==> src/hdl/dtse_pkg.sv <==
// Shared types, codes and calendar functions of the date and time set editor.
package dtse_pkg;

  // Reset values of the year bounds and of the edited date and time.
  localparam logic [11:0] YEAR_MIN_RST = 12'd2024;
  localparam logic [11:0] YEAR_MAX_RST = 12'd2099;
  localparam logic [11:0] YEAR_DEF     = 12'd2026;

  // Request operation codes.
  localparam logic [1:0] OP_EVENT   = 2'd0;
  localparam logic [1:0] OP_LOAD    = 2'd1;
  localparam logic [1:0] OP_DEFAULT = 2'd2;

  // Event origin and kind codes.
  localparam logic [1:0] SRC_BUTTON    = 2'd0;
  localparam logic [1:0] SRC_KEYBOARD  = 2'd1;
  localparam logic [1:0] KIND_SHORT    = 2'd0;
  localparam logic [1:0] KIND_LONG     = 2'd1;
  localparam logic [1:0] KIND_KEYPRESS = 2'd2;

  localparam logic [7:0] BUTTON_A = 8'h00;

  // Key bytes.
  localparam logic [7:0] KEY_ESC     = 8'h1B;
  localparam logic [7:0] KEY_BRACKET = 8'h5B;
  localparam logic [7:0] KEY_CR      = 8'h0D;
  localparam logic [7:0] KEY_UP      = 8'h41;
  localparam logic [7:0] KEY_DOWN    = 8'h42;
  localparam logic [7:0] KEY_RIGHT   = 8'h43;
  localparam logic [7:0] KEY_LEFT    = 8'h44;
  localparam logic [3:0] KEY_LEN_ONE = 4'd1;
  localparam logic [3:0] KEY_LEN_SEQ = 4'd3;

  // Cursor codes.
  localparam logic [2:0] CUR_YEAR   = 3'd0;
  localparam logic [2:0] CUR_MONTH  = 3'd1;
  localparam logic [2:0] CUR_DAY    = 3'd2;
  localparam logic [2:0] CUR_HOUR   = 3'd3;
  localparam logic [2:0] CUR_MINUTE = 3'd4;
  localparam logic [2:0] CUR_SECOND = 3'd5;

  // Register indexes on the configuration port.
  localparam logic REG_YEAR_MIN = 1'b0;
  localparam logic REG_YEAR_MAX = 1'b1;

  // Divisibility by 25 on a 12-bit year: multiply by the inverse of 25
  // modulo 4096; the product is a multiple's quotient only for multiples.
  localparam logic [11:0] INV25     = 12'd3113;
  localparam logic [11:0] DIV25_MAX = 12'd163;

  typedef enum logic [1:0] {
    ACT_NONE   = 2'd0,
    ACT_SAVE   = 2'd1,
    ACT_CANCEL = 2'd2
  } action_t;

  typedef enum logic [2:0] {
    CMD_NONE,
    CMD_LOAD,
    CMD_DEFAULT,
    CMD_STEP_UP,
    CMD_STEP_DN,
    CMD_CUR_NEXT,
    CMD_CUR_PREV
  } cmd_op_t;

  typedef struct packed {
    cmd_op_t op;
    action_t action;
  } cmd_t;

  typedef struct packed {
    logic [11:0] year;
    logic [3:0]  month;
    logic [4:0]  day;
    logic [4:0]  hour;
    logic [5:0]  minute;
    logic [5:0]  second;
  } dt_t;

  function automatic logic is_leap(input logic [11:0] y);
    logic [23:0] prod;
    logic        div4;
    logic        div16;
    logic        div25;
    prod  = y * INV25;
    div4  = (y[1:0] == 2'd0);
    div16 = (y[3:0] == 4'd0);
    div25 = (prod[11:0] <= DIV25_MAX);
    return (div4 && !div25) || (div16 && div25);
  endfunction

  function automatic logic [4:0] month_days(input logic [11:0] y, input logic [3:0] m);
    logic [4:0] d;
    case (m)
      4'd2:                    d = is_leap(y) ? 5'd29 : 5'd28;
      4'd4, 4'd6, 4'd9, 4'd11: d = 5'd30;
      default:                 d = 5'd31;
    endcase
    return d;
  endfunction

  // Step by one and wrap within lo..hi; low test first, then high test.
  function automatic logic [11:0] wrap_year(input logic [11:0] v, input logic up,
                                            input logic [11:0] lo, input logic [11:0] hi);
    logic signed [13:0] r;
    r = signed'({2'b00, v}) + (up ? 14'sd1 : -14'sd1);
    if (r < signed'({2'b00, lo})) r = signed'({2'b00, hi});
    if (r > signed'({2'b00, hi})) r = signed'({2'b00, lo});
    return r[11:0];
  endfunction

  function automatic logic [5:0] wrap_small(input logic [5:0] v, input logic up,
                                            input logic [5:0] lo, input logic [5:0] hi);
    logic signed [7:0] r;
    r = signed'({2'b00, v}) + (up ? 8'sd1 : -8'sd1);
    if (r < signed'({2'b00, lo})) r = signed'({2'b00, hi});
    if (r > signed'({2'b00, hi})) r = signed'({2'b00, lo});
    return r[5:0];
  endfunction

  function automatic logic [2:0] cursor_next(input logic [2:0] c);
    logic [2:0] n;
    case (c)
      3'd5:    n = 3'd0;
      3'd6:    n = 3'd1;
      3'd7:    n = 3'd2;
      default: n = c + 3'd1;
    endcase
    return n;
  endfunction

  function automatic logic [2:0] cursor_prev(input logic [2:0] c);
    logic [2:0] n;
    case (c)
      3'd0:    n = 3'd5;
      3'd6:    n = 3'd5;
      3'd7:    n = 3'd0;
      default: n = c - 3'd1;
    endcase
    return n;
  endfunction

endpackage

==> src/hdl/dtse_decode.sv <==
// Event decoder: turns one request into an edit command and an action.
module dtse_decode (
  input  logic [1:0]    operation,
  input  logic [1:0]    event_source,
  input  logic [1:0]    event_kind,
  input  logic [7:0]    button_number,
  input  logic [3:0]    key_length,
  input  logic [23:0]   key_bytes,
  output dtse_pkg::cmd_t cmd
);
  import dtse_pkg::*;

  logic [7:0] b0, b1, b2;
  logic       btn_a;

  assign b0    = key_bytes[7:0];
  assign b1    = key_bytes[15:8];
  assign b2    = key_bytes[23:16];
  assign btn_a = (button_number == BUTTON_A);

  always_comb begin
    cmd.op     = CMD_NONE;
    cmd.action = ACT_NONE;
    case (operation)
      OP_LOAD:    cmd.op = CMD_LOAD;
      OP_DEFAULT: cmd.op = CMD_DEFAULT;
      OP_EVENT: begin
        if (event_source == SRC_BUTTON && event_kind == KIND_SHORT) begin
          cmd.op = btn_a ? CMD_CUR_NEXT : CMD_STEP_DN;
        end else if (event_source == SRC_BUTTON && event_kind == KIND_LONG) begin
          if (btn_a) cmd.op = CMD_STEP_UP;
          else cmd.action = ACT_SAVE;
        end else if (event_source == SRC_KEYBOARD && event_kind == KIND_KEYPRESS) begin
          if (key_length == KEY_LEN_SEQ && b0 == KEY_ESC && b1 == KEY_BRACKET) begin
            case (b2)
              KEY_UP:    cmd.op = CMD_STEP_UP;
              KEY_DOWN:  cmd.op = CMD_STEP_DN;
              KEY_RIGHT: cmd.op = CMD_CUR_NEXT;
              KEY_LEFT:  cmd.op = CMD_CUR_PREV;
              default:   cmd.op = CMD_NONE;
            endcase
          end else if (key_length == KEY_LEN_ONE && b0 == KEY_CR) begin
            cmd.action = ACT_SAVE;
          end else if (key_length == KEY_LEN_ONE && b0 == KEY_ESC) begin
            cmd.action = ACT_CANCEL;
          end
        end
      end
      default: cmd.op = CMD_NONE;
    endcase
  end

endmodule

==> src/hdl/dtse_core.sv <==
// Edit state: date, time and cursor registers with step, wrap and day clamp.
module dtse_core (
  input  logic           clk,
  input  logic           rst_n,
  input  logic           en,
  input  dtse_pkg::cmd_t cmd,
  input  dtse_pkg::dt_t  load,
  input  logic [11:0]    year_min,
  input  logic [11:0]    year_max,
  output dtse_pkg::dt_t  dt,
  output logic [2:0]     cursor
);
  import dtse_pkg::*;

  dt_t        dt_r, dt_nxt, stepped;
  logic [2:0] cursor_r, cursor_nxt;
  logic [4:0] dim_old, dim_new;
  logic       up;

  assign up      = (cmd.op == CMD_STEP_UP);
  assign dim_old = month_days(dt_r.year, dt_r.month);

  // Step the selected field.
  always_comb begin
    stepped = dt_r;
    case (cursor_r)
      CUR_YEAR:   stepped.year   = wrap_year(dt_r.year, up, year_min, year_max);
      CUR_MONTH:  stepped.month  = 4'(wrap_small({2'b00, dt_r.month}, up, 6'd1, 6'd12));
      CUR_DAY:    stepped.day    = 5'(wrap_small({1'b0, dt_r.day}, up, 6'd1, {1'b0, dim_old}));
      CUR_HOUR:   stepped.hour   = 5'(wrap_small({1'b0, dt_r.hour}, up, 6'd0, 6'd23));
      CUR_MINUTE: stepped.minute = wrap_small(dt_r.minute, up, 6'd0, 6'd59);
      CUR_SECOND: stepped.second = wrap_small(dt_r.second, up, 6'd0, 6'd59);
      default:    stepped = dt_r;
    endcase
  end

  assign dim_new = month_days(stepped.year, stepped.month);

  always_comb begin
    dt_nxt     = dt_r;
    cursor_nxt = cursor_r;
    case (cmd.op)
      CMD_LOAD: begin
        dt_nxt     = load;
        cursor_nxt = CUR_YEAR;
      end
      CMD_DEFAULT: begin
        dt_nxt     = '{year: YEAR_DEF, month: 4'd1, day: 5'd1,
                       hour: 5'd0, minute: 6'd0, second: 6'd0};
        cursor_nxt = CUR_YEAR;
      end
      CMD_STEP_UP, CMD_STEP_DN: begin
        dt_nxt = stepped;
        // clamp the day into the month after any step
        if (stepped.day > dim_new) dt_nxt.day = dim_new;
        else if (stepped.day == 5'd0) dt_nxt.day = 5'd1;
      end
      CMD_CUR_NEXT: cursor_nxt = cursor_next(cursor_r);
      CMD_CUR_PREV: cursor_nxt = cursor_prev(cursor_r);
      default: begin
        dt_nxt     = dt_r;
        cursor_nxt = cursor_r;
      end
    endcase
  end

  always_ff @(posedge clk) begin
    if (!rst_n) begin
      dt_r     <= '{year: YEAR_DEF, month: 4'd1, day: 5'd1,
                    hour: 5'd0, minute: 6'd0, second: 6'd0};
      cursor_r <= CUR_YEAR;
    end else if (en) begin
      dt_r     <= dt_nxt;
      cursor_r <= cursor_nxt;
    end
  end

  assign dt     = dt_r;
  assign cursor = cursor_r;

endmodule

==> src/hdl/date_time_set_editor.sv <==
// Top level of the date and time set editor.
//
// Date and time set editor. Every accepted request gives exactly one result:
// the date, time and cursor after the request, plus an action code (none,
// save request, cancel). A request goes first into an input register, where
// the decoded command and load values wait; once the result slot is free or
// is being emptied, the edit logic steps, wraps and clamps the selected field
// and writes the new state, which is itself the result register. One request
// is taken every cycle as long as results are taken; the state feedback
// through the step and day-clamp logic sets that one-per-cycle figure. While
// a result waits, the input register still takes one more request. The user
// must write the year bounds over the APB port (year_min at 0x0, year_max at
// 0x4) only while the block is idle; the block itself does not enforce this.
module date_time_set_editor (
  input  logic        clk,
  input  logic        rst_n,
  // request channel
  input  logic        in_valid,
  output logic        in_ready,
  input  logic [1:0]  in_operation,
  input  logic [1:0]  in_event_source,
  input  logic [1:0]  in_event_kind,
  input  logic [7:0]  in_button_number,
  input  logic [3:0]  in_key_length,
  input  logic [23:0] in_key_bytes,
  input  logic [11:0] in_load_year,
  input  logic [3:0]  in_load_month,
  input  logic [4:0]  in_load_day,
  input  logic [4:0]  in_load_hour,
  input  logic [5:0]  in_load_minute,
  input  logic [5:0]  in_load_second,
  // result channel
  output logic        out_valid,
  input  logic        out_ready,
  output logic [11:0] out_year,
  output logic [3:0]  out_month,
  output logic [4:0]  out_day,
  output logic [4:0]  out_hour,
  output logic [5:0]  out_minute,
  output logic [5:0]  out_second,
  output logic [2:0]  out_cursor,
  output logic [1:0]  out_action,
  // configuration port
  input  logic        psel,
  input  logic        penable,
  input  logic        pwrite,
  input  logic [2:0]  paddr,
  input  logic [31:0] pwdata,
  output logic [31:0] prdata,
  output logic        pready
);
  import dtse_pkg::*;

  cmd_t        cmd_in, cmd_r;
  dt_t         load_r, dt;
  logic        s1_v_r, s1_v_nxt;
  logic        out_v_r, out_v_nxt;
  action_t     action_r;
  logic        adv;
  logic        in_fire;
  logic        cfg_wr;
  logic [11:0] year_min_r, year_max_r;
  logic [2:0]  cursor;

  // Configuration registers: written on the access phase of an APB write.
  assign pready = 1'b1;
  assign cfg_wr = psel && penable && pwrite;

  always_ff @(posedge clk) begin
    if (!rst_n) begin
      year_min_r <= YEAR_MIN_RST;
      year_max_r <= YEAR_MAX_RST;
    end else if (cfg_wr) begin
      if (paddr[2] == REG_YEAR_MIN) year_min_r <= pwdata[11:0];
      else year_max_r <= pwdata[11:0];
    end
  end

  always_comb begin
    prdata = {20'd0, (paddr[2] == REG_YEAR_MIN) ? year_min_r : year_max_r};
  end

  // Decode the incoming request before it is registered.
  dtse_decode u_decode (
    .operation     (in_operation),
    .event_source  (in_event_source),
    .event_kind    (in_event_kind),
    .button_number (in_button_number),
    .key_length    (in_key_length),
    .key_bytes     (in_key_bytes),
    .cmd           (cmd_in)
  );

  // Advance the held request into the state when the result slot is free
  // or is being emptied in this cycle.
  assign adv      = s1_v_r && (!out_v_r || out_ready);
  assign in_ready = !s1_v_r || adv;
  assign in_fire  = in_valid && in_ready;

  always_comb begin
    s1_v_nxt = s1_v_r;
    if (in_fire) s1_v_nxt = 1'b1;
    else if (adv) s1_v_nxt = 1'b0;
    out_v_nxt = out_v_r;
    if (adv) out_v_nxt = 1'b1;
    else if (out_ready) out_v_nxt = 1'b0;
  end

  always_ff @(posedge clk) begin
    if (!rst_n) begin
      s1_v_r  <= 1'b0;
      out_v_r <= 1'b0;
    end else begin
      s1_v_r  <= s1_v_nxt;
      out_v_r <= out_v_nxt;
    end
  end

  // Hold the decoded request and its load values; payload needs no reset.
  always_ff @(posedge clk) begin
    if (in_fire) begin
      cmd_r  <= cmd_in;
      load_r <= '{year: in_load_year, month: in_load_month, day: in_load_day,
                  hour: in_load_hour, minute: in_load_minute, second: in_load_second};
    end
  end

  always_ff @(posedge clk) begin
    if (adv) action_r <= cmd_r.action;
  end

  // Edit state doubles as the result register: it only changes on advance.
  dtse_core u_core (
    .clk      (clk),
    .rst_n    (rst_n),
    .en       (adv),
    .cmd      (cmd_r),
    .load     (load_r),
    .year_min (year_min_r),
    .year_max (year_max_r),
    .dt       (dt),
    .cursor   (cursor)
  );

  assign out_valid  = out_v_r;
  assign out_year   = dt.year;
  assign out_month  = dt.month;
  assign out_day    = dt.day;
  assign out_hour   = dt.hour;
  assign out_minute = dt.minute;
  assign out_second = dt.second;
  assign out_cursor = cursor;
  assign out_action = action_r;

endmodule

==> config.mk <==
export PLATFORM = sky130hd
export DESIGN_NAME = date_time_set_editor
export DESIGN_NICKNAME = d
export VERILOG_FILES = /design/src/hdl/dtse_pkg.sv /design/src/hdl/dtse_decode.sv /design/src/hdl/dtse_core.sv /design/src/hdl/date_time_set_editor.sv
export SDC_FILE = /design/constraint.sdc
export NUM_CORES = 1
export LEC_CHECK = 0
export BUFFER_PORTS_ARGS = -buffer_cell sky130_fd_sc_hd__buf_2
export CAP_MARGIN = 20
export CORE_MARGIN = 4
export CORE_UTILIZATION = 30
export CTS_CLUSTER_DIAMETER = 30
export DETAILED_ROUTE_END_ITERATION = 10
export HOLD_SLACK_MARGIN = 0.15
export PLACE_DENSITY_LB_ADDON = 0.1
export SETUP_SLACK_MARGIN = 0.02
export SLEW_MARGIN = 20
export SYNTH_ARGS = -nofsm -noshare
export SYNTH_HDL_FRONTEND = slang
export SYNTH_HIERARCHICAL = 1
export SYNTH_SLANG_ARGS = --single-unit
==> constraint.sdc <==
create_clock -name clk -period 16 [get_ports clk]
set_input_delay 2.4 -clock clk [delete_from_list [all_inputs] [get_ports clk]]
set_output_delay 2.4 -clock clk [all_outputs]
set_load 0.1 [all_outputs]
==> flow_summary_export.csv <==
group,metric,value,unit
run_status,status,"finished, final reports clean",
timing,max_slew_margin,29.4,%
finish,fin_area,0.0116,mm^2
synthesis,ys_async_sr_fraction,0,%
setup_path,cp.depth,49,
setup_path,crit_slowest_cell,"and2_1",
synthesis,synth_cells,1172,
finish,multi_input_area,0.00674,mm^2
place,globalplace.congestion,0.824,
place,port_buffers,156,
setup_path,path_max_fanout,25,
flow_run,maxCapViolations,0,
setup_path,max_stage_delay,0.73,ns
setup_path,reg2reg_from,"cmd_r[4]",
timing,finalSetupTns,0,ns
synthesis,synth_cell_type_count,81,
setup_path,rr_worst_depth,49,
finish,nFillCells,3503,
setup_path,cp-endpoint,"u_core/dt[17]",
clocking,cts_tree,"built",
floorplan,die_w,192,um
clocking,htree_levels,3,
place,place_area,0.0113,mm^2
setup_path,crit_type,"reg -> reg",
routing,routedWlPerCell,17.3,um
clocking,cts_buffer_depth,2,
routing,wl,30.3,mm
power_and_ir_drop,leakagePower,5.10,nW
synthesis,synth_top_area_share,15.6,%
timing,fmax,80.2,MHz
routing,vias,8743,
timing,hold_violations,0,
setup_path,required,16.31,ns
floorplan,die_area,0.0367,mm^2
clocking,clkLatencyLatePin,0.37,ns
power_and_ir_drop,power_per_cell_area,174,mW/mm^2
synthesis,syn_area,0.0101,mm^2
floorplan,dieHeight,192,um
floorplan,initial_core_util,30.8,%
floorplan,rows,66,
global_route,antenna_found_initial,0,
timing,maxSlewViolCount,0,
timing,setup_ws,3.53,ns
synthesis,ys_seq_area_share,26.6,%
place,dp_hpwl,23.0,mm
setup_path,crit_buf_inv,3,
synthesis,synth-edff-count,45,
finish,nNetsFinal,1576,
clocking,cts_resized,0,
timing,setup_viol,0,
setup_path,path_delay_family,"compound AO/OA/AOI/OAI gates",
synthesis,synth_flop_cell,"dfxtp_1",
synthesis,yosys_warnings,6,
global_route,first_global_vias,8522,
timing,rsz0062_at_grt,"false",
finish,area.growth.synth_to_final,14.4,%
timing,layout_min_cycle_time,12.47,ns
routing,ant_nets,0,
clocking,hold_buffers,0,
routing,drc,0,
clocking,clock_sinks,112,
setup_path,r2r-end,"u_core/dt[17]",
clocking,cts-root-buf,"clkbuf_16",
setup_path,crit_path_start_kind,"register",
synthesis,synth.area.top_cells,"ha_1 16%, edfxtp_1 13%, dfxtp_1 13%",
synthesis,synth_area_leader_cell,"ha_1",
finish,drive_gt1_share,16.7,%
global_route,grtUsageTotal,16.3,%
timing,tightest_slew,1.06,ns
finish,stdcell_count,1758,
global_route,grt_start_max_net_pins,53,
finish,seqCellArea,0.00269,mm^2
synthesis,ys_ff_latch,112,
floorplan,pin_count,200,
clocking,clk_pin_slew_worst_paths,0.08,ns
timing,timing.final.crit_share,77.9,%
setup_path,crit_top_cell,"ha_1",
clocking,numCtsBuffers,9,
synthesis,yosys-top-cells-count,"126 x ha_1, 113 x inv_1, 98 x nand2_1",
setup_path,crit_arrival,12.78,ns
clocking,post-cts-setup-buffer-count,0,
routing,initialDrtViolationCount,381,
timing,holdWs,0.424,ns
routing,drt_pass1_iterations,5,
setup_path,crit_path_end_kind,"register",
setup_path,regToRegSetupSlack,3.53,ns
global_route,grt_overflow,0,
power_and_ir_drop,ir_drop,0.127,mV
timing,fin_skew,0.0109,ns
place,pre_cts_ws,3.51,ns
hold_path,min_path_type,"reg -> reg",
synthesis,avgSynthCellArea,8.63,um^2
routing,drt-vias-per-instance,4.97,
floorplan,core_area,0.0329,mm^2
place,dp_cells,1741,
setup_path,cp-startpoint,"cmd_r[4]",
synthesis,synth.most_common_cell,"ha_1",
hold_path,hold_depth,0,
global_route,grt_pass1_wl,47.0,mm
==> state kept, by name, indices dropped and copies added, names as in the netlist <==
signal,flops
cmd_r,5
load_r,38
out_action,2
out_valid,1
s1_v_r,1
u_core/cursor,3
u_core/dt,38
year_max_r,12
year_min_r,12
==> report_power, final <==
part	switching [mW]	leakage (nW)	internal (mW)	total [mW]
Combinational	0.825	3.97	0.617	1.44
Sequential	0.0188	0.987	0.312	0.331
Clock	0.113	0.147	0.123	0.236
Total	0.957	5.10	1.05	2.01
==> per-stage QoR <==
step / util (%) / power, mW
2_1_floorplan: - / 1.50
3_3_place_gp: 34.3 / 1.77
3_5_place_dp: 34.3 / 1.78
4_1_cts: 35.2 / 2.03
5_1_grt: 35.2 / 2.22
6_report: 35.2 / 2.01
==> kinds of logic (layout without fill, tap and decap cells) <==
family	after synthesis	in the layout	synth area share, %
other	2	22	0.0743
adders and majority gates	144	144	19.2
muxes	52	52	5.41
AOI/OAI and AO/OA	312	312	20.4
and+or+nand+nor	325	325	16.0
DFF	112	112	26.6
xor gates and xnor gates	53	53	4.73
buffers and inverters	172	296	7.60
==> placed cells by master, fill, tap and decap left out, drive strengths merged, types with 8 or more instances in the layout <==
cell	instances
buf	167
ha	126
inv	115
nand2	98
a21oi	79
nor2	75
o21ai	69
dfxtp	67
edfxtp	45
nor2b	38
xnor2	36
mux2i	31
a21o	24
nor3	22
mux2	21
conb	21
a211oi	20
nand3	18
fa	18
o211ai	17
xor2	16
a31oi	15
nand2b	13
a221oi	11
o21a	10
o21bai	10
clkbuf	10
nor4	9
and2	9
a22oi	8
==> per-layer routing <==
layer | global-route usage (%) | up-vias | part of all wire (%)
met2 | 26.6 | 188 | 46
met1 | 22.8 | 4099 | 49
met3 | 2.49 | 19 | 4.2
met5 | 0 | - | 0
li1 | - | 4437 | -
met4 | 3.34 | 0 | 0.99
==> cell type report <==
class	instances	share of cell area (%)
diodes	1	0.0216
clock buffers	10	1.98
clock inverters	6	0.573
inverters	113	3.67
multi-input cells	907	58.2
flip-flops and latches	112	23.3
well taps	442	4.78
repair buffers	167	7.46
==> worst min-delay path by stage <==
| stage | startpoint | slack, ns | to |
|---|---|---|---|
| after global placement | cmd_r[0] | 0.40 | out_action[0] |
| final | cmd_r[1] | 0.42 | out_action[1] |
| after global routing | cmd_r[1] | 0.43 | out_action[1] |
| after detailed placement | cmd_r[1] | 0.41 | out_action[1] |
| after CTS | cmd_r[1] | 0.43 | out_action[1] |
| after floorplan | cmd_r[0] | 0.40 | out_action[0] |
Note: power is estimated with default switching activity, not from simulation.
